===== src/hdl/stlc_pkg.sv =====
`timescale 1ns / 1ps
// Shared types, character constants and character class functions for the
// socket table line counter. No dependencies.
package stlc_pkg;

    localparam int DEF_MAX_UID_CHARS = 8;
    localparam int DEF_TOTAL_WIDTH   = 16;

    localparam int UID_TEXT_WIDTH = 64;
    localparam int CFG_DATA_WIDTH = 64;
    localparam int CFG_INDEX_WIDTH = 2;

    localparam logic [CFG_INDEX_WIDTH-1:0] REG_UID_TEXT        = 2'd0;
    localparam logic [CFG_INDEX_WIDTH-1:0] REG_UID_LENGTH      = 2'd1;
    localparam logic [CFG_INDEX_WIDTH-1:0] REG_UID_TOKEN_INDEX = 2'd2;

    localparam logic [63:0] UID_TEXT_RESET        = 64'd0;
    localparam logic [3:0]  UID_LENGTH_RESET      = 4'd1;
    localparam logic [4:0]  UID_TOKEN_INDEX_RESET = 5'd7;

    localparam logic [7:0] CHAR_ZERO    = 8'h30;
    localparam logic [7:0] CHAR_NINE    = 8'h39;
    localparam logic [7:0] CHAR_COLON   = 8'h3A;
    localparam logic [7:0] CHAR_UPPER_A = 8'h41;
    localparam logic [7:0] CHAR_UPPER_Z = 8'h5A;
    localparam logic [7:0] CHAR_LOWER_A = 8'h61;
    localparam logic [7:0] CHAR_LOWER_Z = 8'h7A;
    localparam logic [7:0] CHAR_TAB     = 8'h09;
    localparam logic [7:0] CHAR_CR      = 8'h0D;
    localparam logic [7:0] CHAR_SPACE   = 8'h20;

    localparam logic [2:0] PORT_CHARS     = 3'd4;
    localparam logic [2:0] PORT_COUNT_MAX = 3'd5;
    localparam logic [5:0] TOKEN_MAX      = 6'd63;
    localparam logic [3:0] POS_MAX        = 4'd15;

    typedef struct packed {
        logic [7:0] character;
        logic       line_end;
        logic       sample_end;
    } in_word_t;

    typedef struct packed {
        logic        line_counted;
        logic [15:0] running_total;
        logic        sample_done;
    } out_word_t;

    typedef struct packed {
        logic listen_confirmed;
        logic pattern_failed;
    } listen_status_t;

    typedef struct packed {
        logic [63:0] uid_text;
        logic [3:0]  uid_length;
        logic [4:0]  uid_token_index;
    } uid_cfg_t;

    function automatic logic is_ws(input logic [7:0] c);
        return (c == CHAR_SPACE) || ((c >= CHAR_TAB) && (c <= CHAR_CR));
    endfunction

    function automatic logic is_dig(input logic [7:0] c);
        return (c >= CHAR_ZERO) && (c <= CHAR_NINE);
    endfunction

    function automatic logic is_alnum(input logic [7:0] c);
        return is_dig(c) || ((c >= CHAR_UPPER_A) && (c <= CHAR_UPPER_Z))
            || ((c >= CHAR_LOWER_A) && (c <= CHAR_LOWER_Z));
    endfunction

endpackage


===== src/hdl/stlc_pattern.sv =====
`timescale 1ns / 1ps
// Listening-local line pattern tracker, one character per step.
// Depends on stlc_pkg.
module stlc_pattern
    import stlc_pkg::*;
(
    input  logic           clk,
    input  logic           rst_n,
    input  logic           step,
    input  logic [7:0]     character,
    input  logic           line_end,
    output listen_status_t status
);

    typedef enum logic [11:0] {
        PH_LEAD     = 12'b0000_0000_0001,
        PH_HEAD     = 12'b0000_0000_0010,
        PH_SP1      = 12'b0000_0000_0100,
        PH_SP1_MORE = 12'b0000_0000_1000,
        PH_ZERO1    = 12'b0000_0001_0000,
        PH_PORT1    = 12'b0000_0010_0000,
        PH_SP2      = 12'b0000_0100_0000,
        PH_ZERO2    = 12'b0000_1000_0000,
        PH_PORT2    = 12'b0001_0000_0000,
        PH_SP3      = 12'b0010_0000_0000,
        PH_STATE    = 12'b0100_0000_0000,
        PH_TAIL     = 12'b1000_0000_0000
    } phase_t;

    phase_t     phase_reg, phase_next;
    logic [2:0] port_count_reg, port_count_next;
    logic       failed_reg, failed_next;
    logic       pending_reg, pending_next;
    logic       confirmed_reg, confirmed_next;

    always_comb
    begin
        phase_next      = phase_reg;
        port_count_next = port_count_reg;
        failed_next     = failed_reg;
        pending_next    = pending_reg;
        confirmed_next  = confirmed_reg;
        if (!failed_reg)
        begin
            case (phase_reg)
                PH_LEAD:
                begin
                    if (!is_ws(character))
                    begin
                        if (is_dig(character)) phase_next = PH_HEAD;
                        else failed_next = 1'b1;
                    end
                end
                PH_HEAD:
                begin
                    if (!is_dig(character))
                    begin
                        if (character == CHAR_COLON) phase_next = PH_SP1;
                        else failed_next = 1'b1;
                    end
                end
                PH_SP1:
                begin
                    if (is_ws(character)) phase_next = PH_SP1_MORE;
                    else failed_next = 1'b1;
                end
                PH_SP1_MORE, PH_SP2:
                begin
                    if (!is_ws(character))
                    begin
                        if (character == CHAR_ZERO)
                            phase_next = (phase_reg == PH_SP1_MORE) ? PH_ZERO1 : PH_ZERO2;
                        else
                            failed_next = 1'b1;
                    end
                end
                PH_ZERO1, PH_ZERO2:
                begin
                    if (character != CHAR_ZERO)
                    begin
                        if (character == CHAR_COLON)
                        begin
                            port_count_next = '0;
                            phase_next = (phase_reg == PH_ZERO1) ? PH_PORT1 : PH_PORT2;
                        end
                        else
                        begin
                            failed_next = 1'b1;
                        end
                    end
                end
                PH_PORT1, PH_PORT2:
                begin
                    if (is_alnum(character))
                    begin
                        if (port_count_reg < PORT_COUNT_MAX)
                            port_count_next = port_count_reg + 3'd1;
                    end
                    else if ((port_count_reg == PORT_CHARS) && is_ws(character))
                    begin
                        phase_next = (phase_reg == PH_PORT1) ? PH_SP2 : PH_SP3;
                    end
                    else
                    begin
                        failed_next = 1'b1;
                    end
                end
                PH_SP3:
                begin
                    if (!is_ws(character))
                    begin
                        if (character == CHAR_ZERO) phase_next = PH_STATE;
                        else failed_next = 1'b1;
                    end
                end
                PH_STATE:
                begin
                    if ((character == CHAR_UPPER_A) || (character == CHAR_LOWER_A))
                    begin
                        pending_next = 1'b1;
                        phase_next   = PH_TAIL;
                    end
                    else
                    begin
                        failed_next = 1'b1;
                    end
                end
                PH_TAIL:
                begin
                    if (pending_reg) confirmed_next = 1'b1;
                end
                default:
                begin
                    failed_next = 1'b1;
                end
            endcase
        end
    end

    assign status.listen_confirmed = confirmed_next;
    assign status.pattern_failed   = failed_next;

    always_ff @(posedge clk or negedge rst_n)
    begin
        if (!rst_n)
        begin
            phase_reg      <= PH_LEAD;
            port_count_reg <= '0;
            failed_reg     <= 1'b0;
            pending_reg    <= 1'b0;
            confirmed_reg  <= 1'b0;
        end
        else if (step)
        begin
            if (line_end)
            begin
                phase_reg      <= PH_LEAD;
                port_count_reg <= '0;
                failed_reg     <= 1'b0;
                pending_reg    <= 1'b0;
                confirmed_reg  <= 1'b0;
            end
            else
            begin
                phase_reg      <= phase_next;
                port_count_reg <= port_count_next;
                failed_reg     <= failed_next;
                pending_reg    <= pending_next;
                confirmed_reg  <= confirmed_next;
            end
        end
    end

endmodule


===== src/hdl/stlc_token.sv =====
`timescale 1ns / 1ps
// Token splitter and uid comparator, one character per step.
// Depends on stlc_pkg.
module stlc_token
    import stlc_pkg::*;
#(
    parameter int MAX_UID_CHARS = DEF_MAX_UID_CHARS
)
(
    input  logic       clk,
    input  logic       rst_n,
    input  logic       step,
    input  logic [7:0] character,
    input  logic       line_end,
    input  uid_cfg_t   cfg,
    output logic       uid_match
);

    logic [5:0] token_count_reg, token_count_next;
    logic       inside_reg, inside_next;
    logic [3:0] pos_reg, pos_next;
    logic       match_reg, match_next;

    logic [3:0] eff_len;
    logic [5:0] index_ext;
    logic [5:0] target_count;
    logic [7:0] uid_byte;

    assign eff_len = (cfg.uid_length > 4'(MAX_UID_CHARS)) ? 4'(MAX_UID_CHARS)
                                                          : cfg.uid_length;
    assign index_ext    = {1'b0, cfg.uid_token_index};
    assign target_count = index_ext + 6'd1;

    always_comb
    begin
        token_count_next = token_count_reg;
        inside_next      = inside_reg;
        pos_next         = pos_reg;
        match_next       = match_reg;
        uid_byte         = '0;
        if (is_ws(character))
        begin
            if (inside_reg && (token_count_reg == target_count) && (pos_reg != eff_len))
                match_next = 1'b0;
            inside_next = 1'b0;
        end
        else
        begin
            if (!inside_reg)
            begin
                inside_next = 1'b1;
                if (token_count_reg == index_ext)
                begin
                    match_next = 1'b1;
                    pos_next   = '0;
                end
                if (token_count_reg < TOKEN_MAX)
                    token_count_next = token_count_reg + 6'd1;
            end
            if (token_count_next == target_count)
            begin
                uid_byte = cfg.uid_text[pos_next[2:0]*8 +: 8];
                if ((pos_next >= eff_len) || (uid_byte != character))
                    match_next = 1'b0;
                if (pos_next < POS_MAX)
                    pos_next = pos_next + 4'd1;
            end
        end
    end

    // At a line end an unfinished target token must have the full uid length.
    assign uid_match = match_next
        && !(inside_next && (token_count_next == target_count) && (pos_next != eff_len));

    always_ff @(posedge clk or negedge rst_n)
    begin
        if (!rst_n)
        begin
            token_count_reg <= '0;
            inside_reg      <= 1'b0;
            pos_reg         <= '0;
            match_reg       <= 1'b0;
        end
        else if (step)
        begin
            if (line_end)
            begin
                token_count_reg <= '0;
                inside_reg      <= 1'b0;
                pos_reg         <= '0;
                match_reg       <= 1'b0;
            end
            else
            begin
                token_count_reg <= token_count_next;
                inside_reg      <= inside_next;
                pos_reg         <= pos_next;
                match_reg       <= match_next;
            end
        end
    end

endmodule


===== src/hdl/socket_table_line_counter_top.sv =====
`timescale 1ns / 1ps
// Socket table line counter: usage notes.
// The input channel (in_valid, in_ready, in_word) carries one text character per
// word, with line_end marking the last character of a line and sample_end marking
// the last line of a sample. Each word lands in an input register and is folded
// into the line state from there. Only a word with line_end set produces an
// output word (out_valid, out_ready, out_word): line_counted, the running total
// of counted lines in the sample, and sample_done, which copies sample_end.
// The result is registered as its line_end word is folded in. The block takes
// one word every cycle unless a line_end word waits on a stalled result; the rate
// is set by one state update per character between the input and result registers.
// When the receiver stalls, the result stays in the output register; words
// without line_end keep flowing, and the next line_end word waits in the input
// register until the result is taken.
// Configuration writes (cfg_we, cfg_index, cfg_data) take effect at once and
// belong between lines. Reset clears the line state, the total, both valid
// flags and the registers to their defaults (empty uid text, length one, token
// seven).
// Depends on stlc_pkg, stlc_pattern and stlc_token.
module socket_table_line_counter_top
    import stlc_pkg::*;
#(
    parameter int MAX_UID_CHARS = DEF_MAX_UID_CHARS,
    parameter int TOTAL_WIDTH   = DEF_TOTAL_WIDTH
)
(
    input  logic                       clk,
    input  logic                       rst_n,
    input  logic                       in_valid,
    output logic                       in_ready,
    input  in_word_t                   in_word,
    output logic                       out_valid,
    input  logic                       out_ready,
    output out_word_t                  out_word,
    input  logic                       cfg_we,
    input  logic [CFG_INDEX_WIDTH-1:0] cfg_index,
    input  logic [CFG_DATA_WIDTH-1:0]  cfg_data
);

    uid_cfg_t       cfg_reg;
    logic           in_valid_reg, in_valid_next;
    in_word_t       in_word_reg;
    logic           out_valid_reg, out_valid_next;
    out_word_t      out_word_reg;
    logic [TOTAL_WIDTH-1:0] total_reg, total_next;
    logic [TOTAL_WIDTH-1:0] total_inc;
    logic [31:0]    total_ext;

    logic           out_free;
    logic           advance;
    logic           finish;
    logic           counted;
    listen_status_t listen;
    logic           uid_match;

    always_ff @(posedge clk or negedge rst_n)
    begin
        if (!rst_n)
        begin
            cfg_reg.uid_text        <= UID_TEXT_RESET;
            cfg_reg.uid_length      <= UID_LENGTH_RESET;
            cfg_reg.uid_token_index <= UID_TOKEN_INDEX_RESET;
        end
        else if (cfg_we)
        begin
            case (cfg_index)
                REG_UID_TEXT:        cfg_reg.uid_text        <= cfg_data;
                REG_UID_LENGTH:      cfg_reg.uid_length      <= cfg_data[3:0];
                REG_UID_TOKEN_INDEX: cfg_reg.uid_token_index <= cfg_data[4:0];
                default:             ;
            endcase
        end
    end

    assign out_free = !out_valid_reg || out_ready;
    assign advance  = in_valid_reg && (!in_word_reg.line_end || out_free);
    assign finish   = advance && in_word_reg.line_end;
    assign in_ready = !in_valid_reg || advance;

    always_comb
    begin
        in_valid_next = in_valid_reg;
        if (in_valid && in_ready) in_valid_next = 1'b1;
        else if (advance) in_valid_next = 1'b0;
    end

    stlc_pattern u_pattern (
        .clk       (clk),
        .rst_n     (rst_n),
        .step      (advance),
        .character (in_word_reg.character),
        .line_end  (in_word_reg.line_end),
        .status    (listen)
    );

    stlc_token #(
        .MAX_UID_CHARS (MAX_UID_CHARS)
    ) u_token (
        .clk       (clk),
        .rst_n     (rst_n),
        .step      (advance),
        .character (in_word_reg.character),
        .line_end  (in_word_reg.line_end),
        .cfg       (cfg_reg),
        .uid_match (uid_match)
    );

    assign counted   = !(listen.listen_confirmed && !listen.pattern_failed) && uid_match;
    assign total_inc = (counted && (total_reg != '1)) ? total_reg + 1'b1 : total_reg;
    assign total_ext = 32'(total_inc);

    always_comb
    begin
        total_next = total_reg;
        if (finish) total_next = in_word_reg.sample_end ? '0 : total_inc;
    end

    always_comb
    begin
        out_valid_next = out_valid_reg;
        if (finish) out_valid_next = 1'b1;
        else if (out_ready) out_valid_next = 1'b0;
    end

    always_ff @(posedge clk or negedge rst_n)
    begin
        if (!rst_n)
        begin
            in_valid_reg  <= 1'b0;
            out_valid_reg <= 1'b0;
            total_reg     <= '0;
        end
        else
        begin
            in_valid_reg  <= in_valid_next;
            out_valid_reg <= out_valid_next;
            total_reg     <= total_next;
        end
    end

    always_ff @(posedge clk)
    begin
        if (in_valid && in_ready) in_word_reg <= in_word;
        if (finish)
        begin
            out_word_reg.line_counted  <= counted;
            out_word_reg.running_total <= total_ext[15:0];
            out_word_reg.sample_done   <= in_word_reg.sample_end;
        end
    end

    assign out_valid = out_valid_reg;
    assign out_word  = out_word_reg;

endmodule


===== config.mk =====
export PLATFORM = sky130hd
export DESIGN_NAME = socket_table_line_counter_top
export DESIGN_NICKNAME = d
export VERILOG_FILES = /design/src/hdl/stlc_pkg.sv /design/src/hdl/stlc_pattern.sv /design/src/hdl/stlc_token.sv /design/src/hdl/socket_table_line_counter_top.sv
export SDC_FILE = /design/constraint.sdc
export NUM_CORES = 1
export LEC_CHECK = 0
export BUFFER_PORTS_ARGS = -buffer_cell sky130_fd_sc_hd__buf_4
export CAP_MARGIN = 20
export CORE_MARGIN = 2
export CORE_UTILIZATION = 56
export CTS_CLUSTER_DIAMETER = 150
export DETAILED_ROUTE_END_ITERATION = 16
export GPL_ROUTABILITY_DRIVEN = 0
export MAX_ROUTING_LAYER = met4
export PLACE_DENSITY = 0.74
export REMOVE_ABC_BUFFERS = 1
export SYNTH_ARGS = -nofsm -noshare
export SYNTH_HDL_FRONTEND = slang
export SYNTH_SLANG_ARGS = --single-unit
export TNS_END_PERCENT = 20

===== constraint.sdc =====
create_clock -name clk -period 8.5 [get_ports clk]
set_input_delay 1.275 -clock clk [delete_from_list [all_inputs] [get_ports clk]]
set_output_delay 1.275 -clock clk [all_outputs]
set_load 0.1 [all_outputs]

## Word-level counts from Yosys, hierarchy flattened

Cells that the tools add are included.

| word-level totals | value |
|---|---|
| bits in registers | 149 |

| cells by class | value |
|---|---|
| add/sub/neg operators | 5 |
| multiplexer cells | 76 |
| $lt $le $gt $ge | 13 |
| shift-type cells | 1 |
| reductions and logical operators | 47 |
| equal/unequal tests | 46 |

Operators by type and width:

| kind | number |
|---|---|
| 12-bit two-way mux | 16 |
| 12-bit one-hot mux with 8 select lines | 1 |
| 64-bit by 7-bit variable part select with 8-bit output | 1 |
| 1-bit two-way mux | 33 |
| 3-bit by 2-bit != test with 1-bit output (second input constant) | 11 |
| 16-bit two-way mux | 2 |
| 4-bit two-way mux | 8 |
| 6-bit two-way mux | 5 |
| 8-bit by 6-bit == test with 1-bit output (second input constant) | 3 |
| 6-bit == test | 3 |
| 3-bit two-way mux | 6 |
| 17-bit AND reduction | 1 |
| 16-bit by 1-bit adder with 16-bit output (second input constant) | 1 |
| 8-bit by 7-bit == test with 1-bit output (second input constant) | 2 |
| 8-bit by 7-bit greater-or-equal comparator with 1-bit output (second input constant) | 2 |
| 8-bit by 7-bit <= comparator with 1-bit output (second input constant) | 2 |
| 1-bit logical AND | 16 |
| 16-bit != test (second input constant) | 1 |
| 3-bit != test (second input constant) | 5 |
| 12-bit by 1-bit == test with 1-bit output (second input constant) | 1 |
| 12-bit by 10-bit == test with 1-bit output (second input constant) | 1 |
| 12-bit by 11-bit == test with 1-bit output (second input constant) | 1 |
| 12-bit == test (second input constant) | 1 |
| 12-bit by 2-bit == test with 1-bit output (second input constant) | 1 |
| other kinds (44) | 64 |

## Longest topological paths before layout

| depth | value |
|---|---|
| depth in word-level cells | 16 |
| gate-level depth with buffers | 19 |
| gate-level depth less buffers | 16 |

## Modules after synthesis

Synthesis repeated with hierarchy kept, for this count alone.

| unflattened totals | value |
|---|---|
| cell total of the unflattened synthesis | 868 |
| area total of the unflattened synthesis | 8977.4 µm² |

Modules (own cells, without submodules):

| module | area each (µm²) | cells an instance | instances |
|---|---|---|---|
| socket_table_line_counter_top | 5051.1 | 361 | 1 |
| stlc_token | 2358.5 | 326 | 1 |
| stlc_pattern | 1567.8 | 181 | 1 |

## Least setup slack after synthesis

No wires, ideal clock.

| timing | value |
|---|---|
| path type | reg2reg |
| start | register u_token.pos_reg[0] |
| end | register total_reg[6] |
| data required time | 8.374 ns |
| data arrival time | 3.855 ns |
| stages on the path, launching flop included | 18 |
| library setup time | 0.126 ns |
| setup slack | 4.519 ns |
| path through | dfrtp_1 > buf_2 > buf_2 > buf_4 > buf_2 > and2_1 > inv_1 > ha_1 > nand2b_1 > a21o_1 > a21o_1 > a221o_1 > a211oi_1 > a31oi_1 > nor4_4 > nand3_2 > or2_1 > a221o_1 |

| between the ends | value |
|---|---|
| word-level cells in the longest chain between the ends | 15 |
| elaborated cells on any way between the ends | 26 |
| classes of those cells | add/sub (1); order compare (2); eq/ne (3); shift (1); mux (12); reduce/logical (7) |

RTL lines:

| item | RTL line | RTL |
|---|---|---|
| from (decl) | stlc_token.sv:21 | `logic [3:0] pos_reg, pos_next;` |
| from (signal assigned) | stlc_token.sv:97 | `pos_reg <= pos_next;` |
| parallel branches: the longest is 10 deep, another holds 64-bit by 7-bit variable part select with 8-bit output | - |  |
| 1-bit logical AND (*) | stlc_token.sv:73 | `&& !(inside_next && (token_count_next == target_count) && (pos_next != eff_len));` |
| 1-bit logical AND (*) | socket_table_line_counter_top.sv:108 | `assign counted = !(listen.listen_confirmed && !listen.pattern_failed) && uid_match;` |
| 1-bit logical AND (*) | socket_table_line_counter_top.sv:109 | `assign total_inc = (counted && (total_reg != '1)) ? total_reg + 1'b1 : total_reg;` |
| 16-bit two-way mux (*) | socket_table_line_counter_top.sv:109 |  |
| 16-bit two-way mux (*) | socket_table_line_counter_top.sv:115 | `if (finish) total_next = in_word_reg.sample_end ? '0 : total_inc;` |
| to (signal assigned) | socket_table_line_counter_top.sv:137 | `total_reg <= total_next;` |
| to (decl) | socket_table_line_counter_top.sv:45 | `logic [TOTAL_WIDTH-1:0] total_reg, total_next;` |

Every way passes the cells marked *. The select of a mux whose other input is x is not followed.
A chain may end at the register's enable or synchronous reset.

## Final worst setup path

| timing | value |
|---|---|
| start | register cfg_reg[0] (netlist bit) |
| end | register total_reg[6] |

| between the ends | value |
|---|---|
| word-level cells in the longest chain between the ends | 16 |
| elaborated cells on any way between the ends | 34 |
| classes of those cells | add/sub (2); order compare (2); eq/ne (6); shift (1); mux (14); reduce/logical (9) |

RTL lines:

| item | RTL line | RTL |
|---|---|---|
| from (decl) | socket_table_line_counter_top.sv:40 | `uid_cfg_t cfg_reg;` |
| parallel branches: the longest is 11 deep, another holds 64-bit by 7-bit variable part select with 8-bit output | - |  |
| 1-bit logical AND (*) | stlc_token.sv:73 |  |
| 1-bit logical AND (*) | socket_table_line_counter_top.sv:108 |  |
| 1-bit logical AND (*) | socket_table_line_counter_top.sv:109 |  |
| 16-bit two-way mux (*) | socket_table_line_counter_top.sv:109 |  |
| 16-bit two-way mux (*) | socket_table_line_counter_top.sv:115 |  |

Marked as above.

==> run_results.csv <==
group,metric,value,unit
outcome,status,"complete, no violations",
logic_synthesis,synth-edff-count,28,
setup_path,critPathTopFamily,"simple AND/OR/NAND/NOR gates",
power,power.ir.vdd_worst,0.1643,mV
logic_synthesis,synthesis.instances,881,
routing,vias_per_cell,6.186,
timing,max_freq,201.9,MHz
setup_path,critPathSlowestCell,"sky130_fd_sc_hd__nor2_1",
routing,detail_route.wirelength,21520,um
layout,multi_input_combinational_cell_area,4658,um2
floorplan,chipWidth,129.8,um
power,total_switching_power,0.0009221,W
power,intPower,0.001593,W
setup_path,cpPeakStageDelay,0.78,ns
logic_synthesis,synth.yosys.seq_area_share,0.4369,
power,power.switching_fraction,0.3667,
logic_synthesis,synth.area.top_cells,"sky130_fd_sc_hd__dfrtp_1, sky130_fd_sc_hd__mux2_2, sky130_fd_sc_hd__edfxtp_1",
global_route,pin_count_of_the_biggest_net_entering_global_routing,77,
setup_path,path_depth,15,
routing,remaining_drc_errors,0,
timing,hold-worst-slack,0.4856,ns
routing,firstDrtPassIters,6,
setup_path,startpoint,"cfg_reg[0]$_DFFE_PN1P_",
job,cap_viol_max_count,0,
setup_path,critical_path.cell_chain,"xor2_1, nor2_1, nand2_1, and2_1, ha_1, and3_1, and2_1, nor3_1, mux2i_1, o311ai_0, nor4_4, buf_4, nand3_2, or2_1, a221o_1",
clock_network,htree_levels,4,
clock_network,clockBufferDepth,2,
setup_path,worstSetupStartpointType,"flop",
clock_network,tritoncts.num_buffers,17,
logic_synthesis,synth_area_leader_cell,"sky130_fd_sc_hd__dfrtp_1",
layout,drive_gt1_frac,0.2676,
layout,flow.area_growth_from_synthesis,15.76,%
logic_synthesis,postSynth.asyncResetShare,0.8121,
floorplan,placementRows,46,
power,p_seq_frac,0.391,
power,power.share.clock,0.287,
clock_network,tritoncts,"done",
hold_path,min_from,"u_pattern.pending_reg$_DFFE_PN0P_",
layout,antenna-diode-count,0,
routing,drt_iter0_markers,679,
timing,setup_total_negative_slack,0,ns
logic_synthesis,yosys.cell_types.count,77,
setup_path,worst_r2r_path_depth,15,
timing,post-route-period-util,0.5826,
timing,rsz0062_at_grt,"false",
floorplan,die_height,129.8,um
logic_synthesis,mappedNetlistArea,8869,um2
timing,worst_clock_skew,0.01243,ns
setup_path,crit_type,"flop to flop",
setup_path,r2r_slack,3.55,ns
logic_synthesis,yosysWarningCount,0,
logic_synthesis,syn_area_per_cell,10.07,um2
placed_design,io_buffer_count,100,
global_route,grt_antenna_before_repair,0,
logic_synthesis,yosys.area.top_type_share,0.3273,
layout,ff_latch_area,3876,um2
timing,period_minus_slack,4.952,ns
routing,detail_route.wl_per_cell,18.23,um
clock_network,post_cts_resize_count,0,
logic_synthesis,synth.cells.most_frequent,"sky130_fd_sc_hd__dfrtp_1, sky130_fd_sc_hd__mux2_2, sky130_fd_sc_hd__nand2_1",
clock_network,postCtsSetupBuffers,0,
clock_network,path_clk_slew,0.07,ns
layout,layout.filler_cells,1315,
timing,slew_violations,0,
setup_path,critical-path-top-cell-by-count,"sky130_fd_sc_hd__and2_1",
setup_path,cp.buffers_inverters,1,
setup_path,r2r-start,"cfg_reg[0]$_DFFE_PN1P_",
timing,worstMarginPinSlew,0.9874,ns
floorplan,boundaryPins,101,
hold_path,worst_hold_path_type,"flop to flop",
floorplan,design.core.area,15660,um2
setup_path,end_kind,"flop",
setup_path,timing.critical_path.arrival,5.27,ns
timing,timing.slew.headroom,0.3417,
layout,design.final.nets,1042,
setup_path,worstReg2RegEnd,"total_reg[6]$_DFFE_PN0P_",
power,power_density,245.0,nW/um2
clock_network,cts.sinks,149,
setup_path,cp.required,8.82,ns
clock_network,clock_latency,0.43,ns
floorplan,initial_core_util,0.5665,
global_route,globalRouteOverflowTotal,0,
logic_synthesis,synth_seq_cells,149,
routing,via_total_after_detailed_routing,7299,
floorplan,die-area,16860,um2
logic_synthesis,synth_flop_cell,"sky130_fd_sc_hd__dfrtp_1",
power,pleak,4.207,nW
power,share_comb_of_total_power,0.322,
clock_network,cts-root-buf,"sky130_fd_sc_hd__clkbuf_16",
setup_path,critical_path_peak_fanout,16,
placed_design,detailedPlacementHpwl,14870,um
clock_network,cts_hold_repair.buffers,0,
timing,final-hold-violation-count,0,
layout,largest_register_ff_count,73,
routing,final_antenna_net_count,0,
global_route,grt_use_total,0.2753,
global_route,grt_pass1_wl,35420,um
global_route,number_of_global_route_vias_before_repair,6918,
setup_path,critical_path.endpoint,"total_reg[6]$_DFFE_PN0P_",
logic_synthesis,yosys.cell_count.top_type,"sky130_fd_sc_hd__dfrtp_1",
timing,setup_viol,0,
-- per-layer routing --
layer	share of wire	up-vias	track usage
met5	0	-	-
met4	0.013	0	0.06578
met3	0.066	33	0.07093
met2	0.47	251	0.4148
met1	0.45	3581	0.3764
li1	-	3434	-
-- metrics by stage --
| stage | area (um2) | total power (W) | utilization | instances | setup slack (ns) |
|---|---|---|---|---|---|
| after floorplan | 8630 | 0.001559 | - | 826 | 1.782 |
| after global placement | 9694 | 0.001773 | 0.6192 | 1147 | 3.721 |
| after detailed placement | 9694 | 0.001786 | 0.6192 | 1147 | 3.621 |
| after CTS | 10260 | 0.002516 | 0.6553 | 1179 | 3.612 |
| after global routing | 10270 | 0.002655 | 0.6558 | 1180 | 3.160 |
| final | 10270 | 0.002515 | 0.6558 | 1180 | 3.548 |
-- worst reg2reg max path: cells and delay by family, from the launching register on --
family / cells / cell delay [ns]
buffers and inverters: 1 / 0.27
DFF: 1 / 0.56
adders and majority gates: 1 / 0.23
muxes: 1 / 0.27
xor gates and xnor gates: 1 / 0.24
and+or+nand+nor: 9 / 2.75
AOI/OAI and AO/OA: 2 / 0.53
-- power groups by stage --
stage / Clock [W] / Sequential (W) / Combinational (W)
global placement: 0 / 0.000988 / 0.000786
floorplan: 0 / 0.00100 / 0.000559
global route: 0.000766 / 0.00100 / 0.000887
CTS: 0.000735 / 0.000979 / 0.000802
finish: 0.000722 / 0.000982 / 0.000810
detailed placement: 0 / 0.000991 / 0.000795
-- cell usage in the layout, fill, tap and decap left out, drive strengths merged, types with 6 or more instances in the layout --
master and instances:
nand3 32, mux4 7, buf 106, a211oi 7, nor2b 11, a21oi 33
mux2 84, edfxtp 28, nand3b 6, nor4 18, nand2 65, o21ai 52
a31oi 11, clkinv 7, or4 9, nor3 27, or3 8, and2 8
nand2b 10, or2 11, inv 35, dfrtp 116, ha 10, o31ai 10
nand4 15, clkbuf 17, xor2 11, xnor2 26, mux2i 23, nor2 59
o211ai 6, and3 9, a21o 9
-- worst min path at each step --
stage,to,slack (ns),cells past startpoint
after floorplan,u_pattern.pending_reg$_DFFE_PN0P_,0.45,1
after global placement,u_pattern.pending_reg$_DFFE_PN0P_,0.47,1
after detailed placement,u_pattern.pending_reg$_DFFE_PN0P_,0.48,1
after CTS,u_pattern.pending_reg$_DFFE_PN0P_,0.49,1
after global routing,u_pattern.pending_reg$_DFFE_PN0P_,0.52,1
final,u_pattern.pending_reg$_DFFE_PN0P_,0.49,1
-- logic make-up (layout without fill, tap and decap cells) --
logic type	after synthesis	after routing	share of synthesized area
DFF	149	149	0.4369
and+or+nand+nor	302	302	0.1802
xor gates and xnor gates	37	37	0.03908
adders and majority gates	10	10	0.01411
muxes	114	114	0.1504
AOI/OAI and AO/OA	187	187	0.1409
buffers and inverters	82	165	0.03837
-- cell type report --
type,instances,share of cell area
multi-input combinational,650,0.4537
sequential,149,0.3776
timing repair buffer,106,0.07751
clock buffer,17,0.04144
tap,216,0.02633
clock inverter,15,0.01353
inverter,27,0.009872
(Power assumes the default switching activity.)
